==> src/rtl/rlsd_pkg.sv <==
// ----------------------------------------------------------------------------
// rlsd_pkg
// Types, constants and tables shared by the ring line sensor direction block.
// ----------------------------------------------------------------------------
package rlsd_pkg;

   localparam int INNER_SENSORS = 24;
   localparam int SENSOR_W      = 30;
   localparam int OUTER_W       = 4;
   localparam int IDX_W         = $clog2(INNER_SENSORS);
   localparam int STEP_W        = $clog2(INNER_SENSORS + 1);
   localparam int UV_W          = 14;
   localparam int ACC_W         = 18;
   localparam int DIV_W         = 18;
   localparam int RC_W          = 5;
   localparam int RUNS_W        = 4;
   localparam int CX_W          = 24;
   localparam int CZ_W          = 18;
   localparam int ITER_W        = 4;
   localparam int CORDIC_STEPS  = 15;
   localparam int GAIN_W        = 16;
   localparam int PROD_W        = CX_W - 1 + GAIN_W;
   localparam int ANG_W         = 16;
   localparam int CSR_IDX_W     = 2;
   localparam int CSR_DATA_W    = 32;

   localparam logic [GAIN_W-1:0]     LEN_GAIN   = 16'd39797;
   localparam logic [ACC_W-1:0]      Q12_ONE    = 18'd4096;
   localparam logic [SENSOR_W-1:0]   MASK_RESET = 30'd4;
   localparam logic [ANG_W-1:0]      GATE_RESET = 16'd4096;
   localparam logic [CSR_IDX_W-1:0]  REG_MASK   = 2'd0;
   localparam logic [CSR_IDX_W-1:0]  REG_GATE   = 2'd1;

   typedef enum logic [3:0] {
      ST_IDLE,
      ST_SCAN,
      ST_DIV_X,
      ST_DIV_Y,
      ST_VEC_INIT,
      ST_VEC,
      ST_MUL,
      ST_LEN,
      ST_DIST,
      ST_DIV_D,
      ST_FIN
   } state_type;

   function automatic logic [13:0] atan_unit(input logic [ITER_W-1:0] i);
      logic [13:0] r;
      unique case (i)
         4'd0:    r = 14'd8192;
         4'd1:    r = 14'd4836;
         4'd2:    r = 14'd2555;
         4'd3:    r = 14'd1297;
         4'd4:    r = 14'd651;
         4'd5:    r = 14'd326;
         4'd6:    r = 14'd163;
         4'd7:    r = 14'd81;
         4'd8:    r = 14'd41;
         4'd9:    r = 14'd20;
         4'd10:   r = 14'd10;
         4'd11:   r = 14'd5;
         4'd12:   r = 14'd3;
         4'd13:   r = 14'd1;
         4'd14:   r = 14'd1;
         default: r = 14'd0;
      endcase
      return r;
   endfunction

   // Q12 unit vectors of the inner sensors, rotation-mode CORDIC at elaboration
   function automatic logic [INNER_SENSORS*UV_W-1:0] unit_table(input logic want_y);
      logic [INNER_SENSORS*UV_W-1:0] t;
      longint z, x, y, nx;
      logic   flip;
      t = '0;
      for (int k = 0; k < INNER_SENSORS; k++) begin
         z = (longint'(k) * 65536) / INNER_SENSORS;
         x = 39797;
         y = 0;
         flip = 1'b0;
         if (z >= 32768) z = z - 65536;
         if (z > 16384) begin
            z = z - 32768;
            flip = 1'b1;
         end else if (z < -16384) begin
            z = z + 32768;
            flip = 1'b1;
         end
         for (int i = 0; i < CORDIC_STEPS; i++) begin
            if (z >= 0) begin
               nx = x - (y >>> i);
               y  = y + (x >>> i);
               z  = z - longint'(atan_unit(ITER_W'(i)));
            end else begin
               nx = x + (y >>> i);
               y  = y - (x >>> i);
               z  = z + longint'(atan_unit(ITER_W'(i)));
            end
            x = nx;
         end
         x = (x + 8) >>> 4;
         y = (y + 8) >>> 4;
         if (flip) begin
            x = -x;
            y = -y;
         end
         t[k*UV_W +: UV_W] = want_y ? y[UV_W-1:0] : x[UV_W-1:0];
      end
      return t;
   endfunction

   localparam logic [INNER_SENSORS*UV_W-1:0] UX_TABLE = unit_table(1'b0);
   localparam logic [INNER_SENSORS*UV_W-1:0] UY_TABLE = unit_table(1'b1);

endpackage

==> src/rtl/rlsd_if.sv <==
// ----------------------------------------------------------------------------
// rlsd channel interfaces
// Frame input, result output and register write channels.
// ----------------------------------------------------------------------------
interface rlsd_req_if;
   logic                          valid;
   logic                          ready;
   logic [rlsd_pkg::SENSOR_W-1:0] sensor_bits;
   modport source (output valid, output sensor_bits, input ready);
   modport sink   (input valid, input sensor_bits, output ready);
endinterface

interface rlsd_rsp_if;
   logic              valid;
   logic              ready;
   logic              contact;
   logic [4:0]        inner_active_count;
   logic [3:0]        outer_flags;
   logic [3:0]        run_count;
   logic signed [15:0] direction;
   logic [15:0]       distance;
   modport source (output valid, output contact, output inner_active_count,
                   output outer_flags, output run_count, output direction,
                   output distance, input ready);
   modport sink   (input valid, input contact, input inner_active_count,
                   input outer_flags, input run_count, input direction,
                   input distance, output ready);
endinterface

interface rlsd_csr_if;
   logic                            valid;
   logic                            ready;
   logic [rlsd_pkg::CSR_IDX_W-1:0]  index;
   logic [rlsd_pkg::CSR_DATA_W-1:0] data;
   modport source (output valid, output index, output data, input ready);
   modport sink   (input valid, input index, input data, output ready);
endinterface

==> src/rtl/ring_line_sensor_direction_unit.sv <==
// ----------------------------------------------------------------------------
// ring_line_sensor_direction_unit
// Ring line sensor frame to gated direction and distance.
// ----------------------------------------------------------------------------
// channel | dir | payload
// req_ch  | in  | sensor_bits
// rsp_ch  | out | contact, inner_active_count, outer_flags, run_count,
//         |     | direction, distance
// csr_ch  | in  | index, data (0 disabled mask, 1 gate half width)
//
// One frame at a time, accept to accept. Frames without contact go straight to
// the result and outer-only frames skip the scan. Each run takes two divides
// and the distance one more, on the shared restoring divider; the 15-step
// CORDIC loop is skipped when the run means cancel to zero.
// Synchronous reset clears control state and restores register defaults.
// A stalled rsp_ch holds the finished transaction; req_ch waits until idle.
// ----------------------------------------------------------------------------
module ring_line_sensor_direction_unit (
   input logic          clock,
   input logic          reset,
   rlsd_req_if.sink     req_ch,
   rlsd_rsp_if.source   rsp_ch,
   rlsd_csr_if.sink     csr_ch
);
   localparam int N = rlsd_pkg::INNER_SENSORS;

   rlsd_pkg::state_type state_ff, state_in;

   logic [rlsd_pkg::SENSOR_W-1:0]   mask_ff;
   logic [rlsd_pkg::ANG_W-1:0]      gate_ff;
   logic                            prev_ff;
   logic [rlsd_pkg::ANG_W-1:0]      last_ff;

   logic [N-1:0]                    act_ff;
   logic [rlsd_pkg::OUTER_W-1:0]    outer_ff;
   logic                            contact_ff;
   logic [rlsd_pkg::IDX_W-1:0]      k_ff;
   logic [rlsd_pkg::STEP_W-1:0]     step_ff;
   logic [4:0]                      count_ff;
   logic signed [rlsd_pkg::ACC_W-1:0] rx_ff, ry_ff, vx_ff, vy_ff;
   logic [rlsd_pkg::RC_W-1:0]       rc_ff;
   logic [rlsd_pkg::RUNS_W-1:0]     runs_ff;
   logic signed [rlsd_pkg::CX_W-1:0] cx_ff, cy_ff;
   logic signed [rlsd_pkg::CZ_W-1:0] cz_ff;
   logic [rlsd_pkg::ITER_W-1:0]     iter_ff;
   logic [rlsd_pkg::PROD_W-1:0]     prod_ff;
   logic [rlsd_pkg::DIV_W-1:0]      len_ff;
   logic [15:0]                     dist_ff;

   logic                            rsp_valid_ff;
   logic                            o_contact_ff;
   logic [4:0]                      o_count_ff;
   logic [3:0]                      o_outer_ff;
   logic [3:0]                      o_runs_ff;
   logic [15:0]                     o_dir_ff;
   logic [15:0]                     o_dist_ff;

   logic [rlsd_pkg::SENSOR_W-1:0]   s_w;
   logic                            contact_w, inner_any, req_fire, slot_free;
   logic [rlsd_pkg::IDX_W-1:0]      p_w, kstart_w;
   logic signed [rlsd_pkg::UV_W-1:0] ux_w, uy_w;
   logic [rlsd_pkg::ACC_W-1:0]      rx_mag, ry_mag;
   logic [rlsd_pkg::DIV_W-1:0]      div_num;
   logic [rlsd_pkg::RC_W-1:0]       div_den;
   logic                            div_start, div_done;
   logic [rlsd_pkg::DIV_W-1:0]      div_q;
   logic signed [rlsd_pkg::ACC_W-1:0] q_s;
   logic signed [rlsd_pkg::CX_W-1:0] vx16, vy16, xs, ys;
   logic [rlsd_pkg::PROD_W:0]       len_sum;
   logic [rlsd_pkg::ANG_W-1:0]      dir_w, diff_w, dir_out;
   logic signed [rlsd_pkg::ANG_W+1:0] d18, g18;

   assign s_w       = req_ch.sensor_bits & ~mask_ff;
   assign contact_w = |s_w[N+rlsd_pkg::OUTER_W-1:0];
   assign inner_any = |s_w[N-1:0];
   assign req_fire  = req_ch.valid && req_ch.ready;
   assign slot_free = !rsp_valid_ff || rsp_ch.ready;

   always_comb begin
      p_w = '0;
      for (int k = N - 1; k >= 0; k--) begin
         if (!s_w[k]) p_w = rlsd_pkg::IDX_W'(k);
      end
      kstart_w = (p_w == rlsd_pkg::IDX_W'(N - 1)) ? '0 : p_w + rlsd_pkg::IDX_W'(1);
   end

   assign ux_w   = rlsd_pkg::UX_TABLE[k_ff*rlsd_pkg::UV_W +: rlsd_pkg::UV_W];
   assign uy_w   = rlsd_pkg::UY_TABLE[k_ff*rlsd_pkg::UV_W +: rlsd_pkg::UV_W];
   assign rx_mag = rx_ff[rlsd_pkg::ACC_W-1] ? -rx_ff : rx_ff;
   assign ry_mag = ry_ff[rlsd_pkg::ACC_W-1] ? -ry_ff : ry_ff;
   assign q_s    = $signed({1'b0, div_q[rlsd_pkg::ACC_W-2:0]});
   assign vx16   = {{(rlsd_pkg::CX_W-rlsd_pkg::ACC_W-4){vx_ff[rlsd_pkg::ACC_W-1]}}, vx_ff, 4'b0};
   assign vy16   = {{(rlsd_pkg::CX_W-rlsd_pkg::ACC_W-4){vy_ff[rlsd_pkg::ACC_W-1]}}, vy_ff, 4'b0};
   assign xs     = cx_ff >>> iter_ff;
   assign ys     = cy_ff >>> iter_ff;
   assign len_sum = {1'b0, prod_ff} + (rlsd_pkg::PROD_W+1)'(524288);

   assign dir_w  = rlsd_pkg::ANG_W'(0) - cz_ff[rlsd_pkg::ANG_W-1:0];
   assign diff_w = dir_w - last_ff;
   assign d18    = $signed({{2{diff_w[rlsd_pkg::ANG_W-1]}}, diff_w});
   assign g18    = $signed({2'b0, gate_ff});
   always_comb begin
      if (!contact_ff) dir_out = last_ff;
      else if (prev_ff && !((d18 > -g18) && (d18 < g18))) dir_out = last_ff;
      else dir_out = dir_w;
   end

   rlsd_div u_div (
      .clock    (clock),
      .reset    (reset),
      .start    (div_start),
      .dividend (div_num),
      .divisor  (div_den),
      .done     (div_done),
      .quotient (div_q)
   );

   always_ff @(posedge clock) begin
      if (reset) state_ff <= rlsd_pkg::ST_IDLE;
      else state_ff <= state_in;
   end

   always_comb begin
      state_in  = state_ff;
      div_start = 1'b0;
      div_num   = rx_mag + rlsd_pkg::DIV_W'(rc_ff >> 1);
      div_den   = rc_ff;
      unique case (state_ff)
         rlsd_pkg::ST_IDLE: begin
            if (req_fire) begin
               if (!contact_w) state_in = rlsd_pkg::ST_FIN;
               else if (inner_any) state_in = rlsd_pkg::ST_SCAN;
               else state_in = rlsd_pkg::ST_VEC_INIT;
            end
         end
         rlsd_pkg::ST_SCAN: begin
            if (step_ff == '0) begin
               if (rc_ff != '0) begin
                  div_start = 1'b1;
                  state_in  = rlsd_pkg::ST_DIV_X;
               end else begin
                  state_in = rlsd_pkg::ST_VEC_INIT;
               end
            end else if (!act_ff[k_ff] && rc_ff != '0) begin
               div_start = 1'b1;
               state_in  = rlsd_pkg::ST_DIV_X;
            end
         end
         rlsd_pkg::ST_DIV_X: begin
            div_num = ry_mag + rlsd_pkg::DIV_W'(rc_ff >> 1);
            if (div_done) begin
               div_start = 1'b1;
               state_in  = rlsd_pkg::ST_DIV_Y;
            end
         end
         rlsd_pkg::ST_DIV_Y: begin
            if (div_done) state_in = rlsd_pkg::ST_SCAN;
         end
         rlsd_pkg::ST_VEC_INIT: begin
            if (vx_ff == '0 && vy_ff == '0) state_in = rlsd_pkg::ST_MUL;
            else state_in = rlsd_pkg::ST_VEC;
         end
         rlsd_pkg::ST_VEC: begin
            if (iter_ff == rlsd_pkg::ITER_W'(rlsd_pkg::CORDIC_STEPS - 1))
               state_in = rlsd_pkg::ST_MUL;
         end
         rlsd_pkg::ST_MUL: state_in = rlsd_pkg::ST_LEN;
         rlsd_pkg::ST_LEN: state_in = rlsd_pkg::ST_DIST;
         rlsd_pkg::ST_DIST: begin
            div_num = len_ff + rlsd_pkg::DIV_W'(runs_ff >> 1);
            div_den = {1'b0, runs_ff};
            if (runs_ff == '0) begin
               state_in = rlsd_pkg::ST_FIN;
            end else begin
               div_start = 1'b1;
               state_in  = rlsd_pkg::ST_DIV_D;
            end
         end
         rlsd_pkg::ST_DIV_D: begin
            if (div_done) state_in = rlsd_pkg::ST_FIN;
         end
         rlsd_pkg::ST_FIN: begin
            if (slot_free) state_in = rlsd_pkg::ST_IDLE;
         end
         default: state_in = rlsd_pkg::ST_IDLE;
      endcase
   end

   always_ff @(posedge clock) begin
      if (reset) begin
         mask_ff      <= rlsd_pkg::MASK_RESET;
         gate_ff      <= rlsd_pkg::GATE_RESET;
         prev_ff      <= 1'b0;
         last_ff      <= '0;
         rsp_valid_ff <= 1'b0;
      end else begin
         if (csr_ch.valid) begin
            if (csr_ch.index == rlsd_pkg::REG_MASK)
               mask_ff <= csr_ch.data[rlsd_pkg::SENSOR_W-1:0];
            else if (csr_ch.index == rlsd_pkg::REG_GATE)
               gate_ff <= csr_ch.data[rlsd_pkg::ANG_W-1:0];
         end
         if (state_ff == rlsd_pkg::ST_FIN && slot_free) begin
            rsp_valid_ff <= 1'b1;
            prev_ff      <= contact_ff;
            last_ff      <= dir_out;
         end else if (rsp_ch.ready) begin
            rsp_valid_ff <= 1'b0;
         end
      end
   end

   always_ff @(posedge clock) begin
      unique case (state_ff)
         rlsd_pkg::ST_IDLE: begin
            if (req_fire) begin
               act_ff     <= s_w[N-1:0];
               outer_ff   <= s_w[N+rlsd_pkg::OUTER_W-1:N];
               contact_ff <= contact_w;
               k_ff       <= kstart_w;
               step_ff    <= rlsd_pkg::STEP_W'(N);
               count_ff   <= '0;
               rx_ff      <= '0;
               ry_ff      <= '0;
               rc_ff      <= '0;
               runs_ff    <= '0;
               dist_ff    <= '0;
               cz_ff      <= '0;
               if (inner_any) begin
                  vx_ff <= '0;
                  vy_ff <= '0;
               end else begin
                  if (s_w[N+2])      vx_ff <= -rlsd_pkg::Q12_ONE;
                  else if (s_w[N])   vx_ff <= rlsd_pkg::Q12_ONE;
                  else               vx_ff <= '0;
                  if (s_w[N+3])      vy_ff <= -rlsd_pkg::Q12_ONE;
                  else if (s_w[N+1]) vy_ff <= rlsd_pkg::Q12_ONE;
                  else               vy_ff <= '0;
               end
            end
         end
         rlsd_pkg::ST_SCAN: begin
            if (step_ff != '0) begin
               step_ff  <= step_ff - rlsd_pkg::STEP_W'(1);
               k_ff     <= (k_ff == rlsd_pkg::IDX_W'(N - 1)) ? '0 : k_ff + rlsd_pkg::IDX_W'(1);
               count_ff <= count_ff + 5'(act_ff[k_ff]);
               if (act_ff[k_ff]) begin
                  rx_ff <= rx_ff + {{(rlsd_pkg::ACC_W-rlsd_pkg::UV_W){ux_w[rlsd_pkg::UV_W-1]}}, ux_w};
                  ry_ff <= ry_ff + {{(rlsd_pkg::ACC_W-rlsd_pkg::UV_W){uy_w[rlsd_pkg::UV_W-1]}}, uy_w};
                  rc_ff <= rc_ff + rlsd_pkg::RC_W'(1);
               end
            end
         end
         rlsd_pkg::ST_DIV_X: begin
            if (div_done) vx_ff <= rx_ff[rlsd_pkg::ACC_W-1] ? vx_ff - q_s : vx_ff + q_s;
         end
         rlsd_pkg::ST_DIV_Y: begin
            if (div_done) begin
               vy_ff   <= ry_ff[rlsd_pkg::ACC_W-1] ? vy_ff - q_s : vy_ff + q_s;
               rx_ff   <= '0;
               ry_ff   <= '0;
               rc_ff   <= '0;
               runs_ff <= runs_ff + rlsd_pkg::RUNS_W'(1);
            end
         end
         rlsd_pkg::ST_VEC_INIT: begin
            iter_ff <= '0;
            if (vx_ff == '0 && vy_ff == '0) begin
               cx_ff <= '0;
               cy_ff <= '0;
               cz_ff <= '0;
            end else if (vx_ff[rlsd_pkg::ACC_W-1]) begin
               cx_ff <= -vx16;
               cy_ff <= -vy16;
               cz_ff <= rlsd_pkg::CZ_W'(32768);
            end else begin
               cx_ff <= vx16;
               cy_ff <= vy16;
               cz_ff <= '0;
            end
         end
         rlsd_pkg::ST_VEC: begin
            iter_ff <= iter_ff + rlsd_pkg::ITER_W'(1);
            if (cy_ff > 0) begin
               cx_ff <= cx_ff + ys;
               cy_ff <= cy_ff - xs;
               cz_ff <= cz_ff + $signed({4'b0, rlsd_pkg::atan_unit(iter_ff)});
            end else begin
               cx_ff <= cx_ff - ys;
               cy_ff <= cy_ff + xs;
               cz_ff <= cz_ff - $signed({4'b0, rlsd_pkg::atan_unit(iter_ff)});
            end
         end
         rlsd_pkg::ST_MUL: prod_ff <= cx_ff[rlsd_pkg::CX_W-2:0] * rlsd_pkg::LEN_GAIN;
         rlsd_pkg::ST_LEN: len_ff <= len_sum[20 +: rlsd_pkg::DIV_W];
         rlsd_pkg::ST_DIST: begin
            if (runs_ff == '0) dist_ff <= 16'hFFFF;
         end
         rlsd_pkg::ST_DIV_D: begin
            if (div_done) dist_ff <= (div_q > rlsd_pkg::DIV_W'(16'hFFFF)) ? 16'hFFFF : div_q[15:0];
         end
         rlsd_pkg::ST_FIN: begin
            if (slot_free) begin
               o_contact_ff <= contact_ff;
               o_count_ff   <= count_ff;
               o_outer_ff   <= outer_ff;
               o_runs_ff    <= runs_ff;
               o_dir_ff     <= dir_out;
               o_dist_ff    <= contact_ff ? dist_ff : '0;
            end
         end
         default: ;
      endcase
   end

   assign req_ch.ready              = state_ff == rlsd_pkg::ST_IDLE;
   assign csr_ch.ready              = 1'b1;
   assign rsp_ch.valid              = rsp_valid_ff;
   assign rsp_ch.contact            = o_contact_ff;
   assign rsp_ch.inner_active_count = o_count_ff;
   assign rsp_ch.outer_flags        = o_outer_ff;
   assign rsp_ch.run_count          = o_runs_ff;
   assign rsp_ch.direction          = $signed(o_dir_ff);
   assign rsp_ch.distance           = o_dist_ff;
endmodule

==> src/rtl/rlsd_div.sv <==
// ----------------------------------------------------------------------------
// rlsd_div
// Restoring divider, one quotient bit per cycle, small divisor.
// ----------------------------------------------------------------------------
module rlsd_div (
   input  logic                         clock,
   input  logic                         reset,
   input  logic                         start,
   input  logic [rlsd_pkg::DIV_W-1:0]   dividend,
   input  logic [rlsd_pkg::RC_W-1:0]    divisor,
   output logic                         done,
   output logic [rlsd_pkg::DIV_W-1:0]   quotient
);
   localparam int CNT_W = $clog2(rlsd_pkg::DIV_W + 1);

   logic [rlsd_pkg::DIV_W-1:0] quo_ff;
   logic [rlsd_pkg::RC_W-1:0]  rem_ff;
   logic [rlsd_pkg::RC_W-1:0]  dsr_ff;
   logic [CNT_W-1:0]           cnt_ff;
   logic                       done_ff;
   logic [rlsd_pkg::RC_W:0]    rem_sh;
   logic [rlsd_pkg::RC_W:0]    rem_sub;
   logic                       ge;

   always_comb begin
      rem_sh  = {rem_ff, quo_ff[rlsd_pkg::DIV_W-1]};
      ge      = rem_sh >= {1'b0, dsr_ff};
      rem_sub = ge ? rem_sh - {1'b0, dsr_ff} : rem_sh;
   end

   always_ff @(posedge clock) begin
      if (reset) begin
         cnt_ff  <= '0;
         done_ff <= 1'b0;
      end else begin
         done_ff <= cnt_ff == CNT_W'(1);
         if (start) begin
            quo_ff <= dividend;
            rem_ff <= '0;
            dsr_ff <= divisor;
            cnt_ff <= CNT_W'(rlsd_pkg::DIV_W);
         end else if (cnt_ff != '0) begin
            quo_ff <= {quo_ff[rlsd_pkg::DIV_W-2:0], ge};
            rem_ff <= rem_sub[rlsd_pkg::RC_W-1:0];
            cnt_ff <= cnt_ff - CNT_W'(1);
         end
      end
   end

   assign done     = done_ff;
   assign quotient = quo_ff;
endmodule
==> src/flat_wrapper.sv <==
// flat-port wrapper written by rule: the top's interface ports become plain ports
module ring_line_sensor_direction_unit_flat 
  (clock, reset, req_ch_valid, req_ch_sensor_bits, req_ch_ready, rsp_ch_valid, rsp_ch_contact, rsp_ch_inner_active_count, rsp_ch_outer_flags, rsp_ch_run_count, rsp_ch_direction, rsp_ch_distance, rsp_ch_ready, csr_ch_valid, csr_ch_index, csr_ch_data, csr_ch_ready);
  rlsd_req_if req_ch_i ();
  rlsd_rsp_if rsp_ch_i ();
  rlsd_csr_if csr_ch_i ();
  input logic clock;
  input logic reset;
  input wire logic [$bits(req_ch_i.valid)-1:0] req_ch_valid;
  input wire logic [$bits(req_ch_i.sensor_bits)-1:0] req_ch_sensor_bits;
  output wire logic [$bits(req_ch_i.ready)-1:0] req_ch_ready;
  output wire logic [$bits(rsp_ch_i.valid)-1:0] rsp_ch_valid;
  output wire logic [$bits(rsp_ch_i.contact)-1:0] rsp_ch_contact;
  output wire logic [$bits(rsp_ch_i.inner_active_count)-1:0] rsp_ch_inner_active_count;
  output wire logic [$bits(rsp_ch_i.outer_flags)-1:0] rsp_ch_outer_flags;
  output wire logic [$bits(rsp_ch_i.run_count)-1:0] rsp_ch_run_count;
  output wire logic [$bits(rsp_ch_i.direction)-1:0] rsp_ch_direction;
  output wire logic [$bits(rsp_ch_i.distance)-1:0] rsp_ch_distance;
  input wire logic [$bits(rsp_ch_i.ready)-1:0] rsp_ch_ready;
  input wire logic [$bits(csr_ch_i.valid)-1:0] csr_ch_valid;
  input wire logic [$bits(csr_ch_i.index)-1:0] csr_ch_index;
  input wire logic [$bits(csr_ch_i.data)-1:0] csr_ch_data;
  output wire logic [$bits(csr_ch_i.ready)-1:0] csr_ch_ready;
  assign req_ch_i.valid = req_ch_valid;
  assign req_ch_i.sensor_bits = req_ch_sensor_bits;
  assign req_ch_ready = req_ch_i.ready;
  assign rsp_ch_valid = rsp_ch_i.valid;
  assign rsp_ch_contact = rsp_ch_i.contact;
  assign rsp_ch_inner_active_count = rsp_ch_i.inner_active_count;
  assign rsp_ch_outer_flags = rsp_ch_i.outer_flags;
  assign rsp_ch_run_count = rsp_ch_i.run_count;
  assign rsp_ch_direction = rsp_ch_i.direction;
  assign rsp_ch_distance = rsp_ch_i.distance;
  assign rsp_ch_i.ready = rsp_ch_ready;
  assign csr_ch_i.valid = csr_ch_valid;
  assign csr_ch_i.index = csr_ch_index;
  assign csr_ch_i.data = csr_ch_data;
  assign csr_ch_ready = csr_ch_i.ready;
  ring_line_sensor_direction_unit u_core (.clock(clock), .reset(reset), .req_ch(req_ch_i), .rsp_ch(rsp_ch_i), .csr_ch(csr_ch_i));
endmodule
==> config.mk <==
export PLATFORM = sky130hd
export DESIGN_NAME = ring_line_sensor_direction_unit_flat
export DESIGN_NICKNAME = d
export VERILOG_FILES = /design/src/rtl/rlsd_pkg.sv /design/src/rtl/rlsd_if.sv /design/src/rtl/ring_line_sensor_direction_unit.sv /design/src/rtl/rlsd_div.sv /design/src/flat_wrapper.sv
export SDC_FILE = /design/constraint.sdc
export NUM_CORES = 2
export LEC_CHECK = 0
export ABC_AREA = 1
export BUFFER_PORTS_ARGS = -buffer_cell sky130_fd_sc_hd__buf_2
export CELL_PAD_IN_SITES_DETAIL_PLACEMENT = 0
export CELL_PAD_IN_SITES_GLOBAL_PLACEMENT = 2
export CORE_MARGIN = 3
export CORE_UTILIZATION = 42
export CTS_CLUSTER_SIZE = 28
export DETAILED_ROUTE_END_ITERATION = 7
export GPL_TIMING_DRIVEN = 0
export PLACE_DENSITY_LB_ADDON = 0.1
export RECOVER_POWER = 25
export SYNTH_ARGS = -nofsm -noshare
export SYNTH_HDL_FRONTEND = slang
export SYNTH_SLANG_ARGS = --single-unit
==> constraint.sdc <==
create_clock -name clock -period 11.8 [get_ports clock]
set_input_delay 0.59 -clock clock [delete_from_list [all_inputs] [get_ports clock]]
set_output_delay 0.59 -clock clock [all_outputs]
set_load 0.05 [all_outputs]
# Word level (Yosys, flattened, before mapping)
# Memories as Yosys holds them, arrays and structs flattened. A register that Yosys moved wholly into a read port is not among the register bits.
# Index checks and enable logic that the tools add are counted.
# word_totals
input_bits	69
memories	2
reg_bits	413
romBits	448
out_inout_bits	49
wordCells	281
# op_classes
shift	4
reduce_logical	44
n_bitwise	4
n_addsub	32
mul	2
order_cmp	6
n_eq_ne	25
n_mux	124
# memory_table
name	depth	word_bits	rd	rd_clocked_by_memory_dff	write_ports	line_no	rtl
(name not given)	16	14	1	1	0	rlsd_pkg.sv:50	unique case (i)
(name not given)	16	14	1	1	0	rlsd_pkg.sv:50	
# ops
cell	count
indexed part select 336 x 10 -> 14 bit (first input constant)	2
two-way mux 18 bit	22
two-way mux 5 bit	39
case mux 18 bit (3 select lines)	3
two-way mux 24 bit	6
two-way mux 16 bit	7
case mux 18 bit (2 select lines)	3
case mux 24 bit (2 select lines)	2
adder 18 bit	4
two-way mux 14 bit	4
two-way mux 4 bit	14
adder 24 bit	2
negator 22 -> 24 bit	2
case mux 16 bit (3 select lines)	1
>>> shifter 24 x 4 -> 24 bit	2
subtractor 24 bit	2
case mux 4 bit (11 select lines)	1
adder 38 x 20 -> 38 bit (second input constant)	1
multiplier 23 x 16 -> 38 bit (second input constant)	1
adder 18 x 4 -> 18 bit	2
logical NOT 18 bit	2
negator 18 bit	2
subtractor 18 bit	2
case mux 5 bit (2 select lines)	3
other kinds (56)	112

# Longest topological paths before layout
# depth
word_depth	30
ltp_mapped	34
ltp_nobuf	33

# Modules after synthesis
# A second synthesis with hierarchy kept.
# hier_totals
hier_cells	4918
hier_area_um2	38117.8
# by_module_without_submodules
mod	area_per_inst_um2	cells_each	seq_area_each_um2	instances
ring_line_sensor_direction_unit	36429.9	4736	10369.9	1
rlsd_div	1687.9	182	960.9	1

# Worst setup path before layout
# Ideal clock, no wire load.
# synth_timing
path_kind	flip-flop to flip-flop
start	reg u_core.cx_ff[6] (netlist bit)
end	reg u_core.prod_ff[33] (netlist bit) (data pin)
t_arrival_ns	5.408
setup_time_ns	0.264
path_stages_with_launch	22
path_buffers	0
path_slack_ns	6.128
synth_period_minus_slack_ns	5.672
required_time_ns	11.536
path_cell_list	edfxtp_1 > inv_1 > fa_1 > fa_1 > fa_1 > fa_1 > inv_1 > fa_1 > inv_1 > fa_1 > inv_1 > ha_1 > nand2_1 > nor2_1 > a211oi_1 > nor2_1 > a311oi_1 > nor2_1 > nor2_1 > o21bai_1 > a221oi_1 > xnor2_1
# synth_between
elab_chain_cells	1
# synth_lines
element	line_no	rtl
start, declared	ring_line_sensor_direction_unit.sv:43	logic signed [rlsd_pkg::CX_W-1:0] cx_ff, cy_ff;
start signal, assigned	ring_line_sensor_direction_unit.sv:273	cx_ff <= -vx16;
start signal, assigned	ring_line_sensor_direction_unit.sv:277	cx_ff <= vx16;
start signal, assigned	ring_line_sensor_direction_unit.sv:285	cx_ff <= cx_ff + ys;
multiplier 23 x 16 -> 38 bit	ring_line_sensor_direction_unit.sv:294	rlsd_pkg::ST_MUL: prod_ff <= cx_ff[rlsd_pkg::CX_W-2:0] * rlsd_pkg::LEN_GAIN;
end signal, assigned	ring_line_sensor_direction_unit.sv:294	
end, declared	ring_line_sensor_direction_unit.sv:46	logic [rlsd_pkg::PROD_W-1:0] prod_ff;
# Every way passes these cells.
# A chain may end at the register's enable or synchronous reset.

# Final worst setup path
# layout_timing
start	reg u_core.cx_ff[10] (netlist bit)
end	reg u_core.prod_ff[33] (netlist bit) (data pin)
# The elaborated chain is that of the path after synthesis.

==> metrics.md <==
| Metric | Value |
|---|---|
| Seq cells post-synth | 406 |
| Setup TNS | 0 ns |
| Most common cell after layout, fill and taps aside | nand2_1 |
| Final nets | 5715 |
| Yosys warning total | 0 |
| Met1 Usage GRT | 34.1% |
| Most frequent cells in the layout | 809 x nand2_1, 804 x inv_1, 483 x nor2_1, 422 x o21ai_0, 389 x a21oi_1 |
| CTS buffer count | 50 |
| Total power | 8310 uW |
| Area grow syn2layout | 10.1% |
| Worst Hold Class | in -> reg |
| Cell at the root of the clock tree | clkbuf_16 |
| FF-to-FF path depth | 19 |
| Post-Route WL | 121 mm |
| Syn nets | 5544 |
| Status | finished, final reports clean |
| Die ar. | 95100 sq um |
| DR DRC count | 0 |
| Slew @ Worst Pin | 1.24 ns |
| Largest delay share family, worst path | adder cells |
| Crit path from | u_core.cx_ff[10]$_DFFE_PN_ |
| CTS resizes | 0 |
| Cts hold-fix bufs | 0 |
| Clock Power Share | 20.2% |
| Pwr dens | 197 nW/um^2 |
| Setup CP Type | reg -> reg |
| CTS Buffer Depth | 3 |
| WP buf/inv | 4 |
| Worst-path maximum fanout | 7 |
| Die height | 308 um |
| Sequential share of power | 28.4% |
| Cell chain of the critical path | inv_1 > fa_1 > fa_1 > inv_1 > fa_1 > fa_1 > fa_1 > inv_1 > fa_1 > inv_1 > ha_1 > a21oi_1 > o21ai_0 > a311oi_1 > nor2_1 > nor2_1 > o21bai_1 > a221oi_1 > xnor2_1 |
| Synth top area cells | edfxtp_1 25%, ha_1 12%, fa_1 8.8% |
| Largest net degree at the start of global routing | 56 |
| Aggregate global routing overflow | 0 |
| Row count | 110 |
| Placed Instance Area | 40600 sq um |
| Clock tree from TritonCTS | done |
| Core ar. | 90300 sq um |
| Clock Latency Late Sink | 0.65 ns |
| Initial drt markers | 2269 |
| Static leakage | 0.0193 uW |
| First-pass GRT wire length | 186 mm |
| Int Pwr | 4450 uW |
| Slew Viols, Final | 0 |
| Synthesized netlist cell count | 4930 |
| Top_reg_cell synth | edfxtp_1 |
| Initial Util | 42.5% |
| Design Area, Final | 42300 sq um |
| CP max stage delay | 0.71 ns |
| Max Cap Viol | 0 |
| TritonRoute pass-1 iters | 6 |
| RSZ-0062 raised after global routing | false |
| Met3 usage | 2.42% |
| Tmin final | 6.93 ns |
| Per-cell routed wire length | 19.2 um |
| CP max-delay cell | edfxtp_1 |
| Routed Antenna Nets | 0 |
| Max VDD drop | 0.165 mV |
| Synth async-reset ratio | 0% |
| Endpoint class of the critical path | register |
| All-Layer GR Usage | 25.3% |
| Post-DP HPWL | 97.8 mm |
| Arrival time worst endpoint | 7.29 ns |
| Vias in the first global route | 32300 |
| Mapped cell area | 38400 sq um |
| Fin. Hold Viols | 0 |
| Period utilization | 58.7% |
| Fmax | 0.144 GHz |
| Hold_sp | csr_ch_data[24] |
| Distinct cells, synth | 75 |
| Post-synth EDFFs | 320 |
| Ports | 118 |
| RR Startpoint | u_core.cx_ff[10]$_DFFE_PN_ |
| Switching Fraction | 46.4% |
| Layout cell share with drive strength beyond 1 | 5.99% |
| Antenna cell count | 0 |
| Final setup violation count | 0 |
| Startpoint Class | register |
| Final Skew | 0.0326 ns |
| Area leader, netlist | edfxtp_1 |
| Mean area per synthesized cell | 7.79 sq um |
| Input/output buffers | 109 |
| Via density | 5.28 |
| Horiz. Die Dim | 308 um |
| Comb pwr share | 51.4% |
| Total vias in the final route | 33400 |
| Top-area cell type share of the netlist area | 25.0% |
| Register area share after synthesis | 29.5% |
| Most used cell, CP | fa_1 |
| Sw Pwr | 3860 uW |
| Initial antenna violation count | 0 |
| Met2 Track Usage GR | 42.9% |
| RePlAce Congestion | 0.946 |
| Req. time, crit path | 12.16 ns |
| Hold Path Cell Cnt | 3 |
| # Post-CTS Setup Buffers | 0 |
| Htree depth | 2 |
| Clk slew on worst S/H paths | 0.06 ns |
| Global routing's busiest layer | met2 |
| Relative slew slack | 17.2% |
| WP depth | 19 |
| Clock Sink Count | 406 |
-- tightest hold or removal path, delay by kind of cell --
family / cells / cell delay, ns
AOI/OAI and AO/OA: 1 / 0.07
buffers and inverters: 1 / 0.07
and+or+nand+nor: 1 / 0.07
-- state kept, by name, indices dropped and copies added (netlist names), 18 cells and up, named ones only --
register,cells
u_core.act_ff,24
u_core.cx_ff,24
u_core.cy_ff,24
u_core.len_ff,18
u_core.mask_ff,28
u_core.prod_ff,19
u_core.rx_ff,18
u_core.ry_ff,18
u_core.u_div.quotient,18
u_core.vx_ff,18
u_core.vy_ff,18
-- routing by layer --
| layer | share of wire (%) | wire [um] | vias up |
|---|---|---|---|
| met2 | 47 | 57300 | 758 |
| li1 | - | - | 16800 |
| met1 | 46 | 55400 | 15600 |
| met4 | 3.1 | 3790 | 0 |
| met3 | 4.0 | 4850 | 185 |
| met5 | 0 | 0 | - |
-- synth_stat cells (5+ instances only) --
master and number:
a22oi_1 6, buf_1 15, buf_2 18, nor3_1 64
nand3_1 175, nor4_1 19, o21ai_1 85, o21bai_1 16
dfxtp_1 86, clkbuf_1 71, edfxtp_1 320, clkinv_1 8
xnor2_1 70, o31ai_1 26, nor2_1 484, o21a_1 25
inv_1 804, a31oi_1 43, buf_6 13, inv_2 18
nand3b_1 11, nor2_2 8, o22ai_1 15, nand2_1 809
or2_2 14, o21ai_0 423, mux2i_1 8, fa_1 168
nand3_2 5, o41ai_1 7, o211ai_1 17, ha_1 377
o21ai_2 18, a21o_1 12, buf_4 6, a211oi_1 5
nand2_2 17, nand4_1 41, a21oi_1 390, xor2_1 140
-- final timing paths --
check / slack [ns] / to
worst max-delay path: 4.87 / u_core.prod_ff[33]$_DFFE_PP_
worst min-delay path: 0.22 / u_core.mask_ff[24]$_SDFFE_PP0P_
worst max register to register: 4.87 / u_core.prod_ff[33]$_DFFE_PP_
worst min register to register: 0.42 / u_core.rsp_ch.outer_flags[1]$_DFFE_PP_
-- kinds of logic (layout without fill, tap and decap cells) --
logic type,count (synthesis),count (layout),synth area share [%]
AO/OA/AOI/OAI,1126,1126,16.2
adder cells (fa/ha/maj),545,545,21.0
XOR/XNOR,210,210,4.79
other,1,1,0.00976
flip-flops,406,406,29.5
buffers and inverters,956,1169,9.76
multiplexers,9,9,0.267
AND/OR/NAND/NOR,1677,1677,18.4
-- stage by stage --
stage,worst slack (ns),hold slack (ns),instances,util (%)
after floorplan,6.13,0.400,4930,-
after global placement,4.32,0.402,6215,44.8
after detailed placement,4.92,0.407,6225,45.0
after CTS,4.92,0.172,6319,46.9
after global routing,4.55,0.202,6319,46.8
final,4.87,0.215,6319,46.8
-- power by group through the flow --
stage / clock (uW) / sequential [uW] / combinational (uW)
6_report: 1680 / 2360 / 4270
4_1_cts: 1720 / 2350 / 4270
3_3_place_gp: 0 / 2400 / 4170
5_1_grt: 1770 / 2400 / 4850
3_5_place_dp: 0 / 2380 / 4240
2_1_floorplan: 0 / 2240 / 3070
-- cell type report --
cell class | instances | area (sq um)
well taps | 1176 | 1470
fillers | 9293 | 48000
repair buffers | 119 | 617
inverters | 832 | 3130
clock inverters | 35 | 422
clock buffers | 59 | 1340
plain buffers | 124 | 621
multi-input cells | 3568 | 23400
flip-flops and latches | 406 | 11300
(Power assumes the default switching activity.)
